--- src/hw/rtl/oaht_pkg.sv ---
// Shared types and constants for the open-addressing hash table.
// Used by oaht_ctrl, oaht_dp, open_address_hash_table and the testbench.
package oaht_pkg;

  // Fixed field widths
  localparam int unsigned FUNC_W     = 2;
  localparam int unsigned STATUS_W   = 3;
  localparam int unsigned CNT_W      = 9;
  localparam int unsigned TBITS_W    = 4;
  localparam int unsigned CFG_IDX_W  = 1;
  localparam int unsigned CFG_DATA_W = 9;

  // Hashing constants
  localparam int unsigned HASH_MUL   = 37;
  localparam int unsigned PROBE_STEP = 3733;

  // Register reset values
  localparam logic [TBITS_W-1:0] TBITS_RESET = 4'd4;
  localparam logic [CNT_W-1:0]   MAX_RESET   = 9'd12;

  // Request function codes; the unused code acts as a lookup
  localparam logic [FUNC_W-1:0] FUNC_INSERT     = 2'd0;
  localparam logic [FUNC_W-1:0] FUNC_REMOVE     = 2'd1;
  localparam logic [FUNC_W-1:0] FUNC_LOOKUP     = 2'd2;
  localparam logic [FUNC_W-1:0] FUNC_LOOKUP_ALT = 2'd3;

  // Configuration register indexes
  localparam logic [CFG_IDX_W-1:0] CFG_TABLE_BITS  = 1'd0;
  localparam logic [CFG_IDX_W-1:0] CFG_MAX_ENTRIES = 1'd1;

  // Result status codes
  localparam logic [STATUS_W-1:0] ST_ZERO_KEY  = 3'd0;
  localparam logic [STATUS_W-1:0] ST_NOT_FOUND = 3'd1;
  localparam logic [STATUS_W-1:0] ST_INSERTED  = 3'd2;
  localparam logic [STATUS_W-1:0] ST_UPDATED   = 3'd3;
  localparam logic [STATUS_W-1:0] ST_REMOVED   = 3'd4;
  localparam logic [STATUS_W-1:0] ST_FOUND     = 3'd5;
  localparam logic [STATUS_W-1:0] ST_FULL      = 3'd6;

  // Sequencer to datapath commands
  typedef struct packed {
    logic load;      // capture request, compute home slot
    logic clr_step;  // clear one slot of the key memory
    logic rd;        // read key and value memories at probe slot
    logic chk;       // evaluate read data, advance probe
    logic emit;      // commit writes, load output register
  } cmd_t;

  // Datapath to sequencer status
  typedef struct packed {
    logic clr_last;   // clearing pass on its final slot
    logic zero_key;   // incoming key is zero
    logic probe_end;  // current probe decides the outcome
    logic out_free;   // output register can take a result
  } sts_t;

endpackage

--- src/hw/rtl/oaht_ctrl.sv ---
// Sequencer for the hash table: clearing pass, probe loop and result hand-off.
// Depends on oaht_pkg for the command and status structs.
module oaht_ctrl (
  input  logic            clk_i,
  input  logic            rst_ni,
  input  logic            in_valid_i,
  output logic            in_ready_o,
  input  oaht_pkg::sts_t  sts_i,
  output oaht_pkg::cmd_t  cmd_o
);
  import oaht_pkg::*;

  typedef enum logic [4:0] {
    S_CLEAR = 5'b00001,
    S_IDLE  = 5'b00010,
    S_READ  = 5'b00100,
    S_CHECK = 5'b01000,
    S_DONE  = 5'b10000
  } state_e;

  state_e state_q, state_d;

  // Next state and command decode
  always_comb begin
    state_d    = state_q;
    cmd_o      = '0;
    in_ready_o = 1'b0;
    unique case (state_q)
      S_CLEAR: begin
        cmd_o.clr_step = 1'b1;
        if (sts_i.clr_last) begin
          state_d = S_IDLE;
        end
      end
      S_IDLE: begin
        in_ready_o = 1'b1;
        if (in_valid_i) begin
          cmd_o.load = 1'b1;
          state_d    = sts_i.zero_key ? S_DONE : S_READ;
        end
      end
      S_READ: begin
        cmd_o.rd = 1'b1;
        state_d  = S_CHECK;
      end
      S_CHECK: begin
        cmd_o.chk = 1'b1;
        state_d   = sts_i.probe_end ? S_DONE : S_READ;
      end
      S_DONE: begin
        if (sts_i.out_free) begin
          cmd_o.emit = 1'b1;
          state_d    = S_IDLE;
        end
      end
      default: begin
        state_d = S_IDLE;
      end
    endcase
  end

  always_ff @(posedge clk_i or negedge rst_ni) begin
    if (!rst_ni) begin
      state_q <= S_CLEAR;
    end else begin
      state_q <= state_d;
    end
  end

endmodule

--- config.mk ---
export PLATFORM = sky130hd
export DESIGN_NAME = oaht_ctrl
export DESIGN_NICKNAME = d
export VERILOG_FILES = /design/src/hw/rtl/oaht_pkg.sv /design/src/hw/rtl/oaht_ctrl.sv
export SDC_FILE = /design/constraint.sdc
export NUM_CORES = 1
export LEC_CHECK = 0
export BUFFER_PORTS_ARGS = -buffer_cell sky130_fd_sc_hd__buf_2
export CORE_AREA = 4 4 41 43
export DETAILED_ROUTE_END_ITERATION = 10
export DIE_AREA = 0 0 45 47
export PLACE_DENSITY = 0.57
export SLEW_MARGIN = 20
export SYNTH_ARGS = -nofsm -noshare
export SYNTH_HDL_FRONTEND = slang
export SYNTH_SLANG_ARGS = --single-unit
--- constraint.sdc ---
create_clock -name clk_i -period 4.4 [get_ports clk_i]
set_clock_uncertainty 0.15 [all_clocks]
set_input_delay 0.44 -clock clk_i [delete_from_list [all_inputs] [get_ports clk_i]]
set_output_delay 0.44 -clock clk_i [all_outputs]
set_load 0.02 [all_outputs]
==> flow_metrics.env, run 1 <==
export IMPL_synth_top_area_share_pct=29.74
export IMPL_port_buffers=12
export IMPL_layout_min_cycle_time_ps=2167
export IMPL_slew_viol_final=0
export IMPL_synth_adder_area_share_pct=0
export IMPL_setup_viol=0
export IMPL_hold_viol=0
export IMPL_initial_core_util_pct=25.87
export IMPL_ys_warn_count=0
export IMPL_dieArea_mm2=0.002115
export IMPL_grt_pass1_vias=314
export IMPL_synth_nets=42
export IMPL_synth_cells=35
export IMPL_synth_top_family_by_area="simple AND/OR/NAND/NOR gates"
export IMPL_antenna_left=0
export IMPL_fillers=148
export IMPL_fin_crit_sh_pct=49.26
export IMPL_ff2ff_path_depth=3
export IMPL_multiInputGateArea_um2=193.9
export IMPL_wl_um=778
export IMPL_synth_compound_area_share_pct=13.38
export IMPL_antenna_found_initial=0
export IMPL_synth_area_top_cells="dfrtp_1 (30%), nor3b_1 (8.9%), dfstp_2 (7.8%), nand4b_1 (5.2%), nor4b_1 (5.2%)"
export IMPL_rsz0062_at_grt="false"
export IMPL_top_regs="state_q (5)"
export IMPL_yosys_area_top_type="dfrtp_1"
export IMPL_place_congestion=0.7549
export IMPL_p_per_area_mw_per_mm2=626.0
export IMPL_n_antenna_cell=0
export IMPL_vdd_drop_max_uv=229.4
export IMPL_cts_max_level=1
export IMPL_fin_util_pct=33.46
export IMPL_cts_setup_buffers=0
export IMPL_hold_path_depth=2
export IMPL_grt_first_pass_wirelength_um=1366
export IMPL_ys_top_cells_by_count="dfrtp_1 (4), nor2_1 (4), nor3b_1 (4)"
export IMPL_core_area_mm2=0.001301
export IMPL_synth_edf_count=0
export IMPL_power_mw=0.2726
export IMPL_hold_buffers=1
export IMPL_synth_ff_type="dfrtp_1"
export IMPL_ios=13
export IMPL_track_usage_pct=9.358
export IMPL_ff_latch_area_um2=126.4
export IMPL_ys_seq_elements=5
export IMPL_grt_start_max_net_pins=11
export IMPL_layout_cells_non_filler=65
export IMPL_synth_area_um2=336.6
export IMPL_cts_sinks=5
export IMPL_tightest_slew_ps=476.8
export IMPL_wl_per_cell_um=11.97
export IMPL_yosysSeqAreaShare_pct=37.55
export IMPL_start_kind="flop"
export IMPL_path_clk_slew_ps=50
export IMPL_clock_latency_ps=240
export IMPL_crit_arrival_ps=1580
export IMPL_crit_required_ps=3810
export IMPL_setup_tns_ps=0
export IMPL_grt_overflow=0
export IMPL_drive_above_1_share_pct=36.00
export IMPL_cp_max_fo=10
export IMPL_syn_to_final_growth_pct=29.37
export IMPL_dr_pass1_iters=4
export IMPL_relSlewSlack_pct=67.77
export IMPL_dpl_hpwl_um=584.8
export IMPL_maxCapViolations=0
export IMPL_vias_per_cell=5.031
export IMPL_end_kind="primary output"
export IMPL_top_register="state_q"
export IMPL_die_height_um=47
export IMPL_synth_simple_area_share_pct=41.64
export IMPL_async_flop_share_pct=100.0
export IMPL_drc_errors=0
export IMPL_cts_buffers=3
export IMPL_clockBufferDepth=2
export IMPL_vias=327
export IMPL_drt_initial_drc_count=5
export IMPL_num_rows=13
export IMPL_largest_reg_flops=5
export IMPL_postSynthAreaPerCell_um2=9.616
export IMPL_cts_root_buffer="clkbuf_4"
export IMPL_path_class="reg -> out"
export IMPL_yosys_area_share_xor_xnor_pct=2.602
export IMPL_p_leak_nw=0.1979
export IMPL_yosysUniqueCellTypes=23
export IMPL_die_w_um=45
export IMPL_synthMuxAreaShare_pct=0
export IMPL_min_path_type="in -> reg"
export IMPL_cts_resized=0
export IMPL_outcome="completed"
export IMPL_fin_nets=58
export IMPL_placedCellCount=60
export IMPL_fmax_mhz=461.4
export IMPL_cts_tree="built"
==> power by group <==
part           switching (mW)  total (mW)  internal [mW]
Sequential             0.0312      0.0914         0.0602
Clock                  0.0196      0.0540         0.0343
Combinational          0.0641       0.127         0.0631
==> layout by cell type (no fill, tap or decap) <==
cell type	n
dfrtp_1	4
o31ai_1	1
buf_2	12
a21boi_1	1
nor3_1	1
or3_4	1
nand2_1	2
dlygate4sd3_1	1
o22ai_1	1
a31o_2	1
dfstp_2	1
xor2_1	1
nand3b_1	1
nor3b_1	4
or3_1	1
and2_1	1
nor2_1	4
clkbuf_4	3
or4b_1	1
nor4b_1	2
o21ai_0	1
nand4b_1	2
o211a_1	1
and3_1	1
clkbuf_1	1
==> cell type report <==
type	instances	area share (%)
clock buffers	4	6.034
well taps	15	4.310
repair buffers	13	16.09
multi-input cells	28	44.54
flip-flops and latches	5	29.02
==> cells by family after synthesis <==
family | after synthesis
AO/OA/AOI/OAI | 6
XOR/XNOR | 1
buffers and inverters | 2
flip-flops | 5
AND/OR/NAND/NOR | 21
==> layer usage <==
| metal | GRT usage (%) | routed length (um) |
|---|---|---|
| met5 | 0 | 0 |
| met4 | 7.018 | 0 |
| met3 | 4.598 | 51 |
| met2 | 12.99 | 336 |
| met1 | 11.03 | 390 |
==> metrics by stage <==
step	instance area, um2	hold WS (ps)	setup WS [ps]
2_1_floorplan	336.6	-5.591	2342
3_3_place_gp	399.1	113.2	2536
3_5_place_dp	399.1	113.6	2494
4_1_cts	435.4	191.9	2219
5_1_grt	435.4	186.8	2136
6_report	435.4	198.4	2233
==> worst max-delay path, cell delays in order (launching register included) <==
cell and delay [ps]:
dfrtp_1 470, or3_1 460, nor3b_1 210, buf_2 200
==> path summary, 6_finish.rpt <==
path	endpoint	slack [ps]	startpoint
worst max-delay path	cmd_o[2]	2230	state_q[3]
worst min-delay path	state_q[0]	200	sts_i[3]
worst max register to register	state_q[1]	2600	state_q[3]
worst min register to register	state_q[0]	430	state_q[0]
max in group asynchronous	state_q[0]	3480	rst_ni
min in group asynchronous	state_q[4]	400	rst_ni
(Power assumes the default switching activity.)
==> run 2: changes to the inputs <==
--- a/config.mk
+++ b/config.mk
@@ -9,7 +9,7 @@
 export CORE_AREA = 4 4 41 43
 export DETAILED_ROUTE_END_ITERATION = 10
 export DIE_AREA = 0 0 45 47
-export PLACE_DENSITY = 0.57
+export PLACE_DENSITY = 0.59
 export SLEW_MARGIN = 20
 export SYNTH_ARGS = -nofsm -noshare
 export SYNTH_HDL_FRONTEND = slang
==> constraint.sdc (replaced) <==
create_clock -name clk_i -period 1.97 [get_ports clk_i]
set_clock_uncertainty 0.15 [all_clocks]
set_input_delay 0.197 -clock clk_i [delete_from_list [all_inputs] [get_ports clk_i]]
set_output_delay 0.197 -clock clk_i [all_outputs]
set_load 0.02 [all_outputs]
==> run 2 against run 1 <==
Flip-flop and latch count is the same. Critical path depth is the same. Routed wire length shrank 8.6%. Final cell count grew 3.1%. Hold slack lost 100 ps. Largest cell class unchanged.
==> flow_metrics.env, run 2 (synthesis results as in run 1) <==
export IMPL_fin_crit_sh_pct=93.28
export IMPL_cts_setup_buffers=0
export IMPL_die_height_um=47
export IMPL_core_area_mm2=0.001301
export IMPL_grt_start_max_net_pins=10
export IMPL_outcome="completed"
export IMPL_crit_arrival_ps=1490
export IMPL_track_usage_pct=7.234
export IMPL_intPower_mw=0.3596
export IMPL_fin_area_um2=452.9
export IMPL_dpl_hpwl_um=567.4
export IMPL_fillers=145
export IMPL_fin_nets=60
export IMPL_clock_latency_ps=240
export IMPL_drt_initial_drc_count=2
export IMPL_cp_max_fo=8
export IMPL_path_clk_slew_ps=40
export IMPL_final_cell_mix="buf_2 (12), nor3b_1 (4), nor2_1 (4), dfrtp_1 (4), clkbuf_4 (3)"
export IMPL_grt_pass1_vias=283
export IMPL_place_congestion=0.7096
export IMPL_fmax_mhz=544.2
export IMPL_cts_sinks=5
export IMPL_die_w_um=45
export IMPL_setup_viol=0
export IMPL_wl_um=711
export IMPL_p_switching_mw=0.2457
export IMPL_setup_tns_ps=0
export IMPL_pwr_share_clk_pct=18.9
export IMPL_cts_resized=0
export IMPL_whs_ps=97.21
export IMPL_cts_max_level=1
export IMPL_cp_slowest_stage_delay_ps=450
export IMPL_dieArea_mm2=0.002115
export IMPL_top_register="state_q"
export IMPL_crit_chain="or3_4, nor3b_1, buf_2"
export IMPL_vias=311
export IMPL_vias_per_cell=4.642
export IMPL_path_class="reg -> out"
export IMPL_hold_viol=0
export IMPL_syn_to_final_growth_pct=34.57
export IMPL_hold_buffers=2
export IMPL_pwr_share_comb_pct=49.8
export IMPL_cts_tree="built"
export IMPL_cts_root_buffer="clkbuf_4"
export IMPL_antenna_found_initial=0
export IMPL_power_mw=0.6052
export IMPL_largest_reg_flops=5
export IMPL_antenna_left=0
export IMPL_cts_buffers=3
export IMPL_maxCapViolations=0
export IMPL_ios=13
export IMPL_end_kind="primary output"
export IMPL_num_rows=13
export IMPL_tightest_slew_ps=452.7
export IMPL_setup_ws_ps=132.4
export IMPL_p_leak_nw=0.2075
export IMPL_port_buffers=12
export IMPL_p_per_area_mw_per_mm2=1336
export IMPL_relSlewSlack_pct=69.40
export IMPL_grt_first_pass_wirelength_um=1083
export IMPL_wl_per_cell_um=10.61
export IMPL_drive_above_1_share_pct=36.54
export IMPL_pre_cts_ws_ps=209.8
export IMPL_grt_overflow=0
export IMPL_vdd_drop_max_uv=543.5
export IMPL_min_path_type="in -> reg"
export IMPL_drc_errors=0
export IMPL_clockBufferDepth=2
export IMPL_start_kind="flop"
export IMPL_rsz0062_at_grt="false"
export IMPL_n_antenna_cell=0
export IMPL_final_common_cell="buf_2"
export IMPL_initial_core_util_pct=25.87
export IMPL_crit_path_top_delay_cell="dfrtp_1"
export IMPL_p_seq_share_pct=31.3
export IMPL_crit_required_ps=1620
export IMPL_dr_pass1_iters=3
export IMPL_switching_share_pct=40.59
export IMPL_slew_viol_final=0
export IMPL_post_dp_cell_area_um2=406.6
export IMPL_top_regs="state_q (5)"
export IMPL_layout_min_cycle_time_ps=1838
[run 2: cell types whose count changed in the layout (fill, tap and decap cells not counted)]
cell	before	now
buf_4	0	1
dlygate4sd3_1	1	2
[run 2: layout make-up]
class	instances	area (um2)	area share (%)
clock buffer	4	26.28	5.801
multi-input combinational	28	193.9	42.82
sequential	5	126.4	27.90
tap	15	18.77	4.144
timing repair buffer	15	87.58	19.34
[run 2: power by group through the flow]
stage	logic, mW	clock network, mW	registers [mW]
after detailed placement	0.304	0	0.191
after global routing	0.336	0.130	0.198
final	0.301	0.114	0.190
after floorplan	0.266	0	0.165
after CTS	0.308	0.122	0.190
after global placement	0.303	0	0.190
[run 2: path summary, 6_finish.rpt]
path	start	to	slack (ps)	depth (start not counted)
hold / removal	sts_i[1]	state_q[2]	100	3
min in group asynchronous	rst_ni	state_q[3]	140	2
max in group asynchronous	rst_ni	state_q[0]	1310	2
hold reg to reg	state_q[0]	state_q[0]	420	1
setup reg to reg	state_q[4]	state_q[2]	210	3
setup / recovery	state_q[4]	cmd_o[3]	130	3
[run 2: per-layer routing]
| layer | up-vias | share of wire, % | global-route usage (%) |
|---|---|---|---|
| li1 | 168 | - | - |
| met1 | 133 | 44 | 7.870 |
| met2 | 10 | 45 | 11.30 |
| met3 | 0 | 11 | 5.364 |
| met4 | 0 | 0 | 1.754 |
| met5 | - | 0 | 0 |
[run 2: critical path: cells and delay by family (launching register included)]
| kind | cells | cell delay [ps] |
|---|---|---|
| DFF | 1 | 450 |
| buffers and inverters | 1 | 190 |
| and+or+nand+nor | 2 | 610 |
[run 2: stage by stage]
step                      std cells  utilization, %
after floorplan                  35               -
final                            67           34.81
after global placement           61           31.25
after global routing             67           34.81
after CTS                        67           34.81
after detailed placement         61           31.25
